`config.mk`:
```
export PLATFORM = sky130hd
export DESIGN_NAME = random_page_replacement
export DESIGN_NICKNAME = d
export VERILOG_FILES = /design/src/hw/rtl/rpr_pkg.sv /design/src/hw/rtl/rpr_ctrl.sv /design/src/hw/rtl/rpr_datapath.sv /design/src/hw/rtl/random_page_replacement.sv
export SDC_FILE = /design/constraint.sdc
export NUM_CORES = 1
export LEC_CHECK = 0
export BUFFER_PORTS_ARGS = -buffer_cell sky130_fd_sc_hd__clkbuf_2
export CORE_MARGIN = 2
export CORE_UTILIZATION = 30
export DETAILED_ROUTE_END_ITERATION = 8
export GPL_ROUTABILITY_DRIVEN = 0
export GPL_TIMING_DRIVEN = 0
export RECOVER_POWER = 25
export SYNTH_ARGS = -nofsm -noshare
export SYNTH_HDL_FRONTEND = slang
export SYNTH_HIERARCHICAL = 1
export SYNTH_SLANG_ARGS = --single-unit
```
`constraint.sdc`:
```
create_clock -name i_clk -period 7.1 [get_ports i_clk]
set_input_delay 1.065 -clock i_clk [delete_from_list [all_inputs] [get_ports i_clk]]
set_output_delay 1.065 -clock i_clk [all_outputs]
set_load 0.1 [all_outputs]
```
`src/hw/rtl/rpr_pkg.sv`:
```
`timescale 1ns / 1ps

package rpr_pkg;

    localparam int FRAMES     = 8;
    localparam int PAGE_BITS  = 8;
    localparam int FRAME_BITS = $clog2(FRAMES);
    localparam int CNT_BITS   = $clog2(FRAMES + 1);
    localparam int CFG_BITS   = 4;
    localparam int RND_BITS   = 16;
    localparam int DIGIT_BITS = 4;
    localparam int DIGITS     = RND_BITS / DIGIT_BITS;
    localparam int STEP_BITS  = $clog2(DIGITS);
    localparam int MISS_BITS  = 16;
    localparam int TIME_BITS  = 32;

    localparam logic [TIME_BITS-1:0] HIT_COST  = TIME_BITS'(4);
    localparam logic [TIME_BITS-1:0] MISS_COST = TIME_BITS'(14);
    localparam logic [CFG_BITS-1:0]  FRAME_COUNT_RESET = CFG_BITS'(4);

    localparam logic ACT_ACCESS = 1'b0;
    localparam logic ACT_CLEAR  = 1'b1;

    typedef struct packed {
        logic load;
        logic step;
        logic commit;
    } t_cmd;

    typedef struct packed {
        logic out_busy;
    } t_status;

    // clamp the configured frame count into 1..FRAMES
    function automatic logic [CNT_BITS-1:0] active_of(input logic [CFG_BITS-1:0] cnt);
        logic [CNT_BITS-1:0] res;
        if (cnt == '0) begin
            res = CNT_BITS'(1);
        end else if (32'(cnt) > FRAMES) begin
            res = CNT_BITS'(FRAMES);
        end else begin
            res = CNT_BITS'(cnt);
        end
        return res;
    endfunction

endpackage

```
`src/hw/rtl/rpr_ctrl.sv`:
```
`timescale 1ns / 1ps

module rpr_ctrl (
    input  logic            i_clk,
    input  logic            i_rst_n,
    input  logic            i_valid,
    output logic            o_ready,
    input  rpr_pkg::t_status i_status,
    output rpr_pkg::t_cmd   o_cmd
);

    localparam logic [1:0] S_IDLE   = 2'd0;
    localparam logic [1:0] S_CALC   = 2'd1;
    localparam logic [1:0] S_COMMIT = 2'd2;

    logic [1:0]                   r_state, n_state;
    logic [rpr_pkg::STEP_BITS-1:0] r_step, n_step;

    always_comb begin
        n_state      = r_state;
        n_step       = r_step;
        o_cmd        = '0;
        o_ready      = 1'b0;
        case (r_state)
            S_IDLE: begin
                o_ready = 1'b1;
                if (i_valid) begin
                    o_cmd.load = 1'b1;
                    n_step     = '0;
                    n_state    = S_CALC;
                end
            end
            S_CALC: begin
                o_cmd.step = 1'b1;
                if (r_step == rpr_pkg::STEP_BITS'(rpr_pkg::DIGITS - 1)) begin
                    n_state = S_COMMIT;
                end else begin
                    n_step = r_step + 1'b1;
                end
            end
            S_COMMIT: begin
                // hold until the output register can take the word
                if (!i_status.out_busy) begin
                    o_cmd.commit = 1'b1;
                    n_state      = S_IDLE;
                end
            end
            default: begin
                n_state = S_IDLE;
            end
        endcase
    end

    always_ff @(posedge i_clk) begin
        if (!i_rst_n) begin
            r_state <= S_IDLE;
            r_step  <= '0;
        end else begin
            r_state <= n_state;
            r_step  <= n_step;
        end
    end

endmodule

```
`src/hw/rtl/rpr_datapath.sv`:
```
`timescale 1ns / 1ps

module rpr_datapath (
    input  logic                              i_clk,
    input  logic                              i_rst_n,
    input  logic                              i_cfg_we,
    input  logic [rpr_pkg::CFG_BITS-1:0]      i_cfg_wdata,
    input  logic                              i_action,
    input  logic [rpr_pkg::PAGE_BITS-1:0]     i_page,
    input  logic [rpr_pkg::RND_BITS-1:0]      i_random_value,
    input  rpr_pkg::t_cmd                     i_cmd,
    output rpr_pkg::t_status                  o_status,
    output logic                              o_valid,
    input  logic                              i_ready,
    output logic                              o_hit,
    output logic [2:0]                        o_frame,
    output logic [rpr_pkg::MISS_BITS-1:0]     o_miss_total,
    output logic [rpr_pkg::TIME_BITS-1:0]     o_time_total,
    output logic [3:0]                        o_occupied
);

    localparam int FB = rpr_pkg::FRAME_BITS;
    localparam int CB = rpr_pkg::CNT_BITS;
    localparam int XB = FB + rpr_pkg::DIGIT_BITS;

    logic [rpr_pkg::CFG_BITS-1:0]  r_frame_count;
    logic [rpr_pkg::PAGE_BITS-1:0] r_table [rpr_pkg::FRAMES];
    logic [CB-1:0]                 r_filled;
    logic [rpr_pkg::MISS_BITS-1:0] r_miss;
    logic [rpr_pkg::TIME_BITS-1:0] r_time;

    logic                          r_action;
    logic [rpr_pkg::PAGE_BITS-1:0] r_page;
    logic [rpr_pkg::RND_BITS-1:0]  r_rnd;
    logic [CB-1:0]                 r_active;
    logic [FB-1:0]                 r_rem;

    logic                          r_out_valid;
    logic                          r_hit;
    logic [2:0]                    r_frame;
    logic [rpr_pkg::MISS_BITS-1:0] r_miss_out;
    logic [rpr_pkg::TIME_BITS-1:0] r_time_out;
    logic [3:0]                    r_occ_out;

    // one nibble of the random value per step: rem = (rem*16 + nibble) mod active
    logic [XB-1:0] mod_x;
    logic [XB-1:0] mod_sub;
    logic [XB-1:0] mod_diff;
    logic [7:0]    mult_k;

    always_comb begin
        mod_x   = {r_rem, r_rnd[rpr_pkg::RND_BITS-1 -: rpr_pkg::DIGIT_BITS]};
        mod_sub = '0;
        mult_k  = '0;
        for (int k = 1; k < (1 << rpr_pkg::DIGIT_BITS); k++) begin
            mult_k = 8'(k) * 8'(r_active);
            if (mult_k <= 8'(mod_x)) begin
                mod_sub = XB'(mult_k);
            end
        end
        mod_diff = mod_x - mod_sub;
    end

    // lookup among filled frames, lowest match wins
    logic                            hit_found;
    logic [FB-1:0]                   hit_where;
    logic                            miss_append;
    logic [FB-1:0]                   miss_where;
    logic [FB-1:0]                   where;
    logic [rpr_pkg::TIME_BITS:0]     time_sum;
    logic [rpr_pkg::TIME_BITS-1:0]   time_next;
    logic [rpr_pkg::MISS_BITS-1:0]   miss_next;
    logic [CB-1:0]                   filled_next;

    always_comb begin
        hit_found = 1'b0;
        hit_where = '0;
        for (int i = rpr_pkg::FRAMES - 1; i >= 0; i--) begin
            if (CB'(i) < r_filled && r_table[i] == r_page) begin
                hit_found = 1'b1;
                hit_where = FB'(i);
            end
        end
        miss_append = (r_filled < r_active);
        miss_where  = miss_append ? FB'(r_filled) : r_rem;
        where       = hit_found ? hit_where : miss_where;

        time_sum  = {1'b0, r_time} + {1'b0, (hit_found ? rpr_pkg::HIT_COST
                                                        : rpr_pkg::MISS_COST)};
        time_next = time_sum[rpr_pkg::TIME_BITS] ? '1 : time_sum[rpr_pkg::TIME_BITS-1:0];

        miss_next   = r_miss;
        filled_next = r_filled;
        if (!hit_found) begin
            if (r_miss != '1) begin
                miss_next = r_miss + 1'b1;
            end
            if (miss_append) begin
                filled_next = r_filled + 1'b1;
            end
        end
    end

    always_ff @(posedge i_clk) begin
        if (!i_rst_n) begin
            r_frame_count <= rpr_pkg::FRAME_COUNT_RESET;
            r_filled      <= '0;
            r_miss        <= '0;
            r_time        <= '0;
            r_out_valid   <= 1'b0;
        end else begin
            if (i_cfg_we) begin
                r_frame_count <= i_cfg_wdata;
            end
            if (i_cmd.commit) begin
                r_out_valid <= 1'b1;
                if (r_action == rpr_pkg::ACT_CLEAR) begin
                    r_filled <= '0;
                    r_miss   <= '0;
                    r_time   <= '0;
                end else begin
                    r_filled <= filled_next;
                    r_miss   <= miss_next;
                    r_time   <= time_next;
                end
            end else if (i_ready) begin
                r_out_valid <= 1'b0;
            end
        end
    end

    always_ff @(posedge i_clk) begin
        if (i_cmd.load) begin
            r_action <= i_action;
            r_page   <= i_page;
            r_rnd    <= i_random_value;
            r_active <= rpr_pkg::active_of(r_frame_count);
            r_rem    <= '0;
        end
        if (i_cmd.step) begin
            r_rnd <= r_rnd << rpr_pkg::DIGIT_BITS;
            r_rem <= FB'(mod_diff);
        end
        if (i_cmd.commit) begin
            if (r_action == rpr_pkg::ACT_CLEAR) begin
                r_hit      <= 1'b0;
                r_frame    <= '0;
                r_miss_out <= '0;
                r_time_out <= '0;
                r_occ_out  <= '0;
            end else begin
                if (!hit_found) begin
                    r_table[where] <= r_page;
                end
                r_hit      <= hit_found;
                r_frame    <= 3'(where);
                r_miss_out <= miss_next;
                r_time_out <= time_next;
                r_occ_out  <= 4'(filled_next);
            end
        end
    end

    assign o_status.out_busy = r_out_valid && !i_ready;
    assign o_valid      = r_out_valid;
    assign o_hit        = r_hit;
    assign o_frame      = r_frame;
    assign o_miss_total = r_miss_out;
    assign o_time_total = r_time_out;
    assign o_occupied   = r_occ_out;

endmodule

```
`src/hw/rtl/random_page_replacement.sv`:
```
`timescale 1ns / 1ps
// Fully associative page-frame table with random replacement.
// Input channel (i_valid/o_ready) takes one word: i_action (0 access, 1 clear),
// i_page and i_random_value. Output channel (o_valid/i_ready) returns one word
// per input: hit flag, frame now holding the page, miss and time totals and
// the number of filled frames.
// The victim index is random_value mod active frames, worked out one 4-bit
// digit per cycle; the tag compare and all counter updates then follow
// together in the commit state, once the output register is free.
// A new word is taken only after the previous one has committed; o_ready is
// high only while the controller is idle.
// A finished word sits in the output register; if the receiver stalls, the
// next word is still accepted and computed, and it waits in its final cycle
// until the output register is free.
// i_cfg_we writes frame_count (0 acts as 1, above 8 acts as 8); it applies to
// words accepted afterwards. Reset (synchronous, active low) empties the
// table, clears both counters and sets frame_count to 4.
module random_page_replacement (
    input  logic                              i_clk,
    input  logic                              i_rst_n,
    input  logic                              i_cfg_we,
    input  logic [rpr_pkg::CFG_BITS-1:0]      i_cfg_wdata,
    input  logic                              i_valid,
    output logic                              o_ready,
    input  logic                              i_action,
    input  logic [rpr_pkg::PAGE_BITS-1:0]     i_page,
    input  logic [rpr_pkg::RND_BITS-1:0]      i_random_value,
    output logic                              o_valid,
    input  logic                              i_ready,
    output logic                              o_hit,
    output logic [2:0]                        o_frame,
    output logic [rpr_pkg::MISS_BITS-1:0]     o_miss_total,
    output logic [rpr_pkg::TIME_BITS-1:0]     o_time_total,
    output logic [3:0]                        o_occupied
);

    rpr_pkg::t_cmd    cmd;
    rpr_pkg::t_status status;

    rpr_ctrl u_ctrl (
        .i_clk    (i_clk),
        .i_rst_n  (i_rst_n),
        .i_valid  (i_valid),
        .o_ready  (o_ready),
        .i_status (status),
        .o_cmd    (cmd)
    );

    rpr_datapath u_datapath (
        .i_clk          (i_clk),
        .i_rst_n        (i_rst_n),
        .i_cfg_we       (i_cfg_we),
        .i_cfg_wdata    (i_cfg_wdata),
        .i_action       (i_action),
        .i_page         (i_page),
        .i_random_value (i_random_value),
        .i_cmd          (cmd),
        .o_status       (status),
        .o_valid        (o_valid),
        .i_ready        (i_ready),
        .o_hit          (o_hit),
        .o_frame        (o_frame),
        .o_miss_total   (o_miss_total),
        .o_time_total   (o_time_total),
        .o_occupied     (o_occupied)
    );

endmodule

```
## Word-level counts from Yosys, hierarchy flattened

Memory sizes are Yosys's and may differ from the RTL's.
Cells that the tools add are included.

- Add/subtract/negate cells: 5
- $mul: 11
- Divide/modulo/power cells: 0
- $lt $le $gt $ge: 25
- Eq/ne operators: 16
- Shift operators: 0
- Muxes and demuxes: 66
- Bitwise gates (word level): 0
- Reductions and logical operators: 18

Operators with widths:

| cell | number |
|---|---|
| 3-bit 2-to-1 mux | 27 |
| 16-bit 2-to-1 mux | 5 |
| 8-bit == test | 8 |
| 32-bit 2-to-1 mux | 2 |
| 8-bit by 7-bit less-or-equal comparator with 1-bit output | 7 |
| 32-bit by 32-bit adder with 33-bit output | 1 |
| 4-bit by 4-bit multiplier with 8-bit output (first input constant) | 4 |
| 7-bit less-or-equal comparator | 4 |
| 3-bit by 4-bit multiplier with 7-bit output (first input constant) | 4 |
| 1-bit 2-to-1 mux | 20 |
| 4-bit 2-to-1 mux | 5 |
| 2-bit by 4-bit multiplier with 6-bit output (first input constant) | 3 |
| 16-bit by 1-bit adder with 16-bit output (second input constant) | 1 |
| 3-bit by 4-bit < comparator with 1-bit output (first input constant) | 4 |
| 16-bit inequality test (second input constant) | 1 |
| 6-bit by 7-bit less-or-equal comparator with 1-bit output | 2 |
| 2-bit 2-to-1 mux | 5 |
| 1-bit logical AND | 9 |
| 1-bit by 4-bit < comparator with 1-bit output (first input constant) | 2 |
| 2-bit by 4-bit < comparator with 1-bit output (first input constant) | 2 |
| 4-bit by 7-bit less-or-equal comparator with 1-bit output | 1 |
| 5-bit by 7-bit less-or-equal comparator with 1-bit output | 1 |
| 2-bit inequality test (second input constant) | 3 |
| 2-bit case mux with 3 select lines | 1 |
| other kinds (15) | 19 |

- Register bits after elaboration: 149
- Bits in latches: 0
- RAM bits: 64
- Memory bits (read-only): 0
- Bits of input ports: 34
- Logic and storage cells: 161
- Memories: 1

Memories:

| memory | words | width | read ports | clocked after Yosys merged registers in | write ports | line | source |
|---|---|---|---|---|---|---|---|
| u_datapath.r_table | 8 | 8 | 8 | 0 | 1 | rpr_datapath.sv:27 | `logic [rpr_pkg::PAGE_BITS-1:0] r_table [rpr_pkg::FRAMES];` |

## Logic depth before layout (Yosys ltp)

- Depth in word-level cells: 18
- Gate-level depth with buffers: 23

## Hierarchy

The synthesis kept the hierarchy.

Modules (own cells, without submodules):

| module | times used | cells each | area each (µm²) |
|---|---|---|---|
| rpr_datapath | 1 | 1189 | 12878.6 |
| rpr_ctrl | 1 | 27 | 224.0 |

## Worst setup path before layout

Ideal clock, no wire load.

- Kind: input-to-reg
- From: input port i_ready
- To: memory u_datapath/r_table[0][0] in the netlist's numbering (enable)
- Data arrival time: 7.293 ns
- Data required time: 6.715 ns
- Setup slack: -0.579 ns
- Stages: 7
- Buffers on the path: 1
- Cell sequence: nor2b_1 > nor3b_1 > clkbuf_8 > or2b_2 > nor2_1 > nand2_1 > nor3b_1

RTL lines:

| what | line | source |
|---|---|---|
| start: declaration | random_page_replacement.sv:29 | `input logic i_ready,` |
| end: declaration | rpr_datapath.sv:27 |  |

## Worst setup path in the final report

- From: register u_datapath.r_active[2]
- To: register u_datapath.r_rem[2] (data pin)

- Cells in the longest elaborated chain, start to end: 18
- Elaborated cells between the ends (all ways): 43
- Those cells by class: add/sub: 1; mul: 11; order compare: 15; mux: 16

RTL lines:

| what | line | source |
|---|---|---|
| start: declaration | rpr_datapath.sv:35 | `logic [CB-1:0] r_active;` |
| start signal: assignment | rpr_datapath.sv:137 | `r_active <= rpr_pkg::active_of(r_frame_count);` |
| parallel branches: the longest is 15 deep, another holds 6-bit by 7-bit less-or-equal comparator with 1-bit output | -- |  |
| 3-bit 2-to-1 mux (*) | rpr_datapath.sv:57 | `if (mult_k <= 8'(mod_x)) begin` |
| 3-bit subtractor (*) | rpr_datapath.sv:61 | `mod_diff = mod_x - mod_sub;` |
| 3-bit 2-to-1 mux (*) | rpr_datapath.sv:140 | `if (i_cmd.step) begin` |
| end signal: assignment | rpr_datapath.sv:142 | `r_rem <= FB'(mod_diff);` |
| end: declaration | rpr_datapath.sv:36 | `logic [FB-1:0] r_rem;` |

Mark *: on every way between the ends.
A chain may end at the register's enable or synchronous reset.

==> impl_metrics.yaml <==
synthesis:
  synth-edff-count: 148
  yosysUniqueCellTypes: 96
  syn_avg_cell_area_sq_um: 10.8
  synth_top_area_share_pct: 33.9
  synthTopCellsByCount: "edfxtp_1 (148), ha_1 (109), nor2_1 (104)"
  synth_largest_area_cell: "edfxtp_1"
  synth.most_common_cell: "edfxtp_1"
  synth.area.top_cells: "edfxtp_1 (34%), ha_1 (10%), dfxtp_1 (9.9%)"
  synth.net_count: 1370
  synthFlopType: "edfxtp_1"
  syn_area_sq_um: 13100
  async_flop_share_pct: 0
  ys_ff_latch: 213
  ys_seq_area_share_pct: 43.9
  yosysWarnings: 6
  syn_inst: 1216
pwr:
  leakagePower_nw: 5.80
  finalPower_mw: 3.57
  power_density_nw_per_um2: 237
  peakVddDrop_mv: 0.163
worst_setup_path:
  worstPathArrival_ps: 5890
  r2r_cells: 23
  startpoint_type: "flop"
  crit_required_ps: 7350
  reg2reg_slack_ps: 1460
  r2r_end: "u_datapath/r_rem[2]$_SDFFCE_PN0P_"
  end_kind: "flop"
  path_class: "reg -> reg"
  path_max_fanout: 15
  critPathLaunch: "u_datapath/r_active[2]$_SDFFCE_PP0P_"
  regToRegStartpoint: "u_datapath/r_active[2]$_SDFFCE_PP0P_"
timing:
  relSlewSlack_pct: -59.2
  tns_ps: 0
  finClkSkew_ps: 17.4
  setup_viol: 0
  worst_pin_slew_ps: 2380
  period_share_pct: 79.4
  drv_slew: 10
  period_minus_slack_ps: 5640
  whs_ps: 507
  setup_ws_ps: 1460
  fmax_ghz: 0.177
  hold_viol_final: 0
  rsz0062_at_grt: "false"
final_layout:
  final-instance-count-excl-fill: 1931
  fillers: 4342
  syn_to_final_growth_pct: 15.0
  antennaDiodeCount: 0
  drive_gt1_share_pct: 14.5
  multi_input_area_sq_um: 6820
  nets: 1486
  finalInstanceArea_sq_um: 15100
  final_util_pct: 35.0
  seq_area_sq_um: 5750
global_routing:
  grt_max_degree: 23
  grt_pass1_vias: 9664
  gr-usage-all-layers_pct: 14.7
  antenna_found_initial: 0
  grt_pass1_wl_um: 52600
  grt_overflow_total: 0
outcome:
  status: "complete, but fails checks"
  violations: "max-capacitance violations, max-slew violations"
clock_tree:
  worstSkewPairLatency_ps: 520
  numCtsBuffers: 21
  cts_sinks: 213
  ctsHoldBuffers: 0
  cts_tree: "built"
  htree_num_levels: 1
  cts_root_buffer: "clkbuf_16"
  clock_path_buffers: 3
  post_cts_buffers: 0
  cts.clk_slew.worst_paths_ps: 60
  cts-resized-gates: 0
drt:
  vias: 9706
  wl_per_cell_um: 17.4
  dr.pass1.iters: 5
  drt-total-wl_um: 33700
  drc_errors: 0
  ant_nets: 0
  via_per_inst: 5.03
  drt_iter0_markers: 654
worst_hold_path:
  hp-class: "reg -> reg"
  hold_depth: 2
  min_from: "u_datapath/r_frame_count[0]$_SDFFE_PN0P_"
  hold_end: "u_datapath/r_frame_count[0]$_SDFFE_PN0P_"
floorplan:
  core-area_sq_um: 43100
  die_area_sq_um: 45400
  start_util_pct: 30.4
  dieWidth_um: 213
  num_rows: 76
  ioPinCount: 92
  die-height_um: 213
placement:
  io_buffers: 90
  placed_area_sq_um: 14400
  place_inst: 1894
  hpwlAfterDp_um: 24500
  preCtsSetupSlack_ps: 1540
flow_run:
  maxCapViolCount: 1
## registers in the layout, summed over array words and instances, names as in the netlist
signal and count:
u_datapath/o_valid 1, u_datapath/o_time_total 32, u_datapath/r_filled 4, u_datapath/r_rnd 16, u_datapath/r_frame_count 4, u_datapath/r_table 64, u_datapath/r_time 32, u_datapath/r_miss 16
u_ctrl/r_step 2, u_datapath/r_action 1, u_datapath/r_active 4, u_datapath/r_page 8, u_ctrl/r_state 2, u_datapath/o_miss_total 16, u_datapath/r_rem 3, u_datapath/o_frame 3
u_datapath/o_occupied 4, u_datapath/o_hit 1
## cell families (layout without fill, tap and decap cells)
logic type	after synthesis	count (layout)	share of synthesized area, %
flip-flops	213	213	43.9
multiplexers	47	47	3.60
AND/OR/NAND/NOR	370	370	15.6
buffers and inverters	103	233	4.09
adder cells (fa/ha/maj)	120	120	12.1
XOR/XNOR	118	118	8.06
AO/OA/AOI/OAI	245	245	12.7
## worst max-delay path: stages, from the launching register on
cell and delay [ps]:
edfxtp_1 890, inv_1 300, ha_1 470, fa_1 510, inv_1 50, ha_1 200
a21o_1 180, a21oi_1 170, xnor2_1 140, ha_1 260, or2_2 270, o31ai_1 70
o21bai_1 180, and2_1 240, a21oi_1 90, o21ai_0 100, a21oi_1 60, o22ai_1 210
ha_1 190, inv_1 50, fa_1 370, xor2_1 190, nand2b_1 120, mux2i_1 60
## layer usage
layer  vias to the layer above  track usage (%)  wire [um]
met4                         0             6.08       1220
met1                      4678             18.8      15100
met3                        75             1.74       1220
met2                       230             25.2      16100
met5                         -                0          0
li1                       4723                -          -
## power by group
| part | switching (mW) | total (mW) | internal [mW] |
|---|---|---|---|
| Clock | 0.483 | 1.18 | 0.700 |
| Sequential | 0.0375 | 1.39 | 1.35 |
| Combinational | 0.582 | 0.993 | 0.411 |
| Total | 1.10 | 3.57 | 2.46 |
## worst max-delay path by stage
stage	slack, ps	depth (start not counted)	to
finish	1460	23	u_datapath/r_rem[2]$_SDFFCE_PN0P_
global route	1120	23	u_datapath/r_rem[2]$_SDFFCE_PN0P_
CTS	1510	23	u_datapath/r_rem[2]$_SDFFCE_PN0P_
detailed placement	1540	23	u_datapath/r_rem[2]$_SDFFCE_PN0P_
global placement	-610	8	u_datapath/r_table[4][2]$_DFFE_PP_
floorplan	1590	7	u_datapath/r_table[0][0]$_DFFE_PP_
## cell type report
class,instances,area share (%)
Buffer,51,2.26
Clock buffer,25,3.65
Clock inverter,12,1.10
Inverter,52,1.30
Multi-Input combinational cell,900,45.3
Sequential cell,213,38.1
Tap cell,585,4.86
Timing Repair Buffer,93,3.43
## layout by cell type (no fill, tap or decap), types with 6 or more instances in the layout
cell,n
a211oi_1,11
a21o_1,17
a21oi_1,75
a22o_1,11
a31oi_1,19
and2_1,10
and3_1,17
buf_6,13
clkbuf_1,33
clkbuf_16,21
clkbuf_2,87
dfxtp_1,65
edfxtp_1,148
fa_1,11
ha_1,109
inv_1,52
mux2i_1,46
nand2_1,53
nand2b_1,7
nand3_1,43
nand4_1,23
nor2_1,104
nor2b_1,18
nor3_1,29
nor3b_1,6
o21a_1,8
o21ai_0,31
o21bai_1,6
or3_1,6
xnor2_1,68
xor2_1,47
Note: power is estimated with default switching activity, not from simulation.
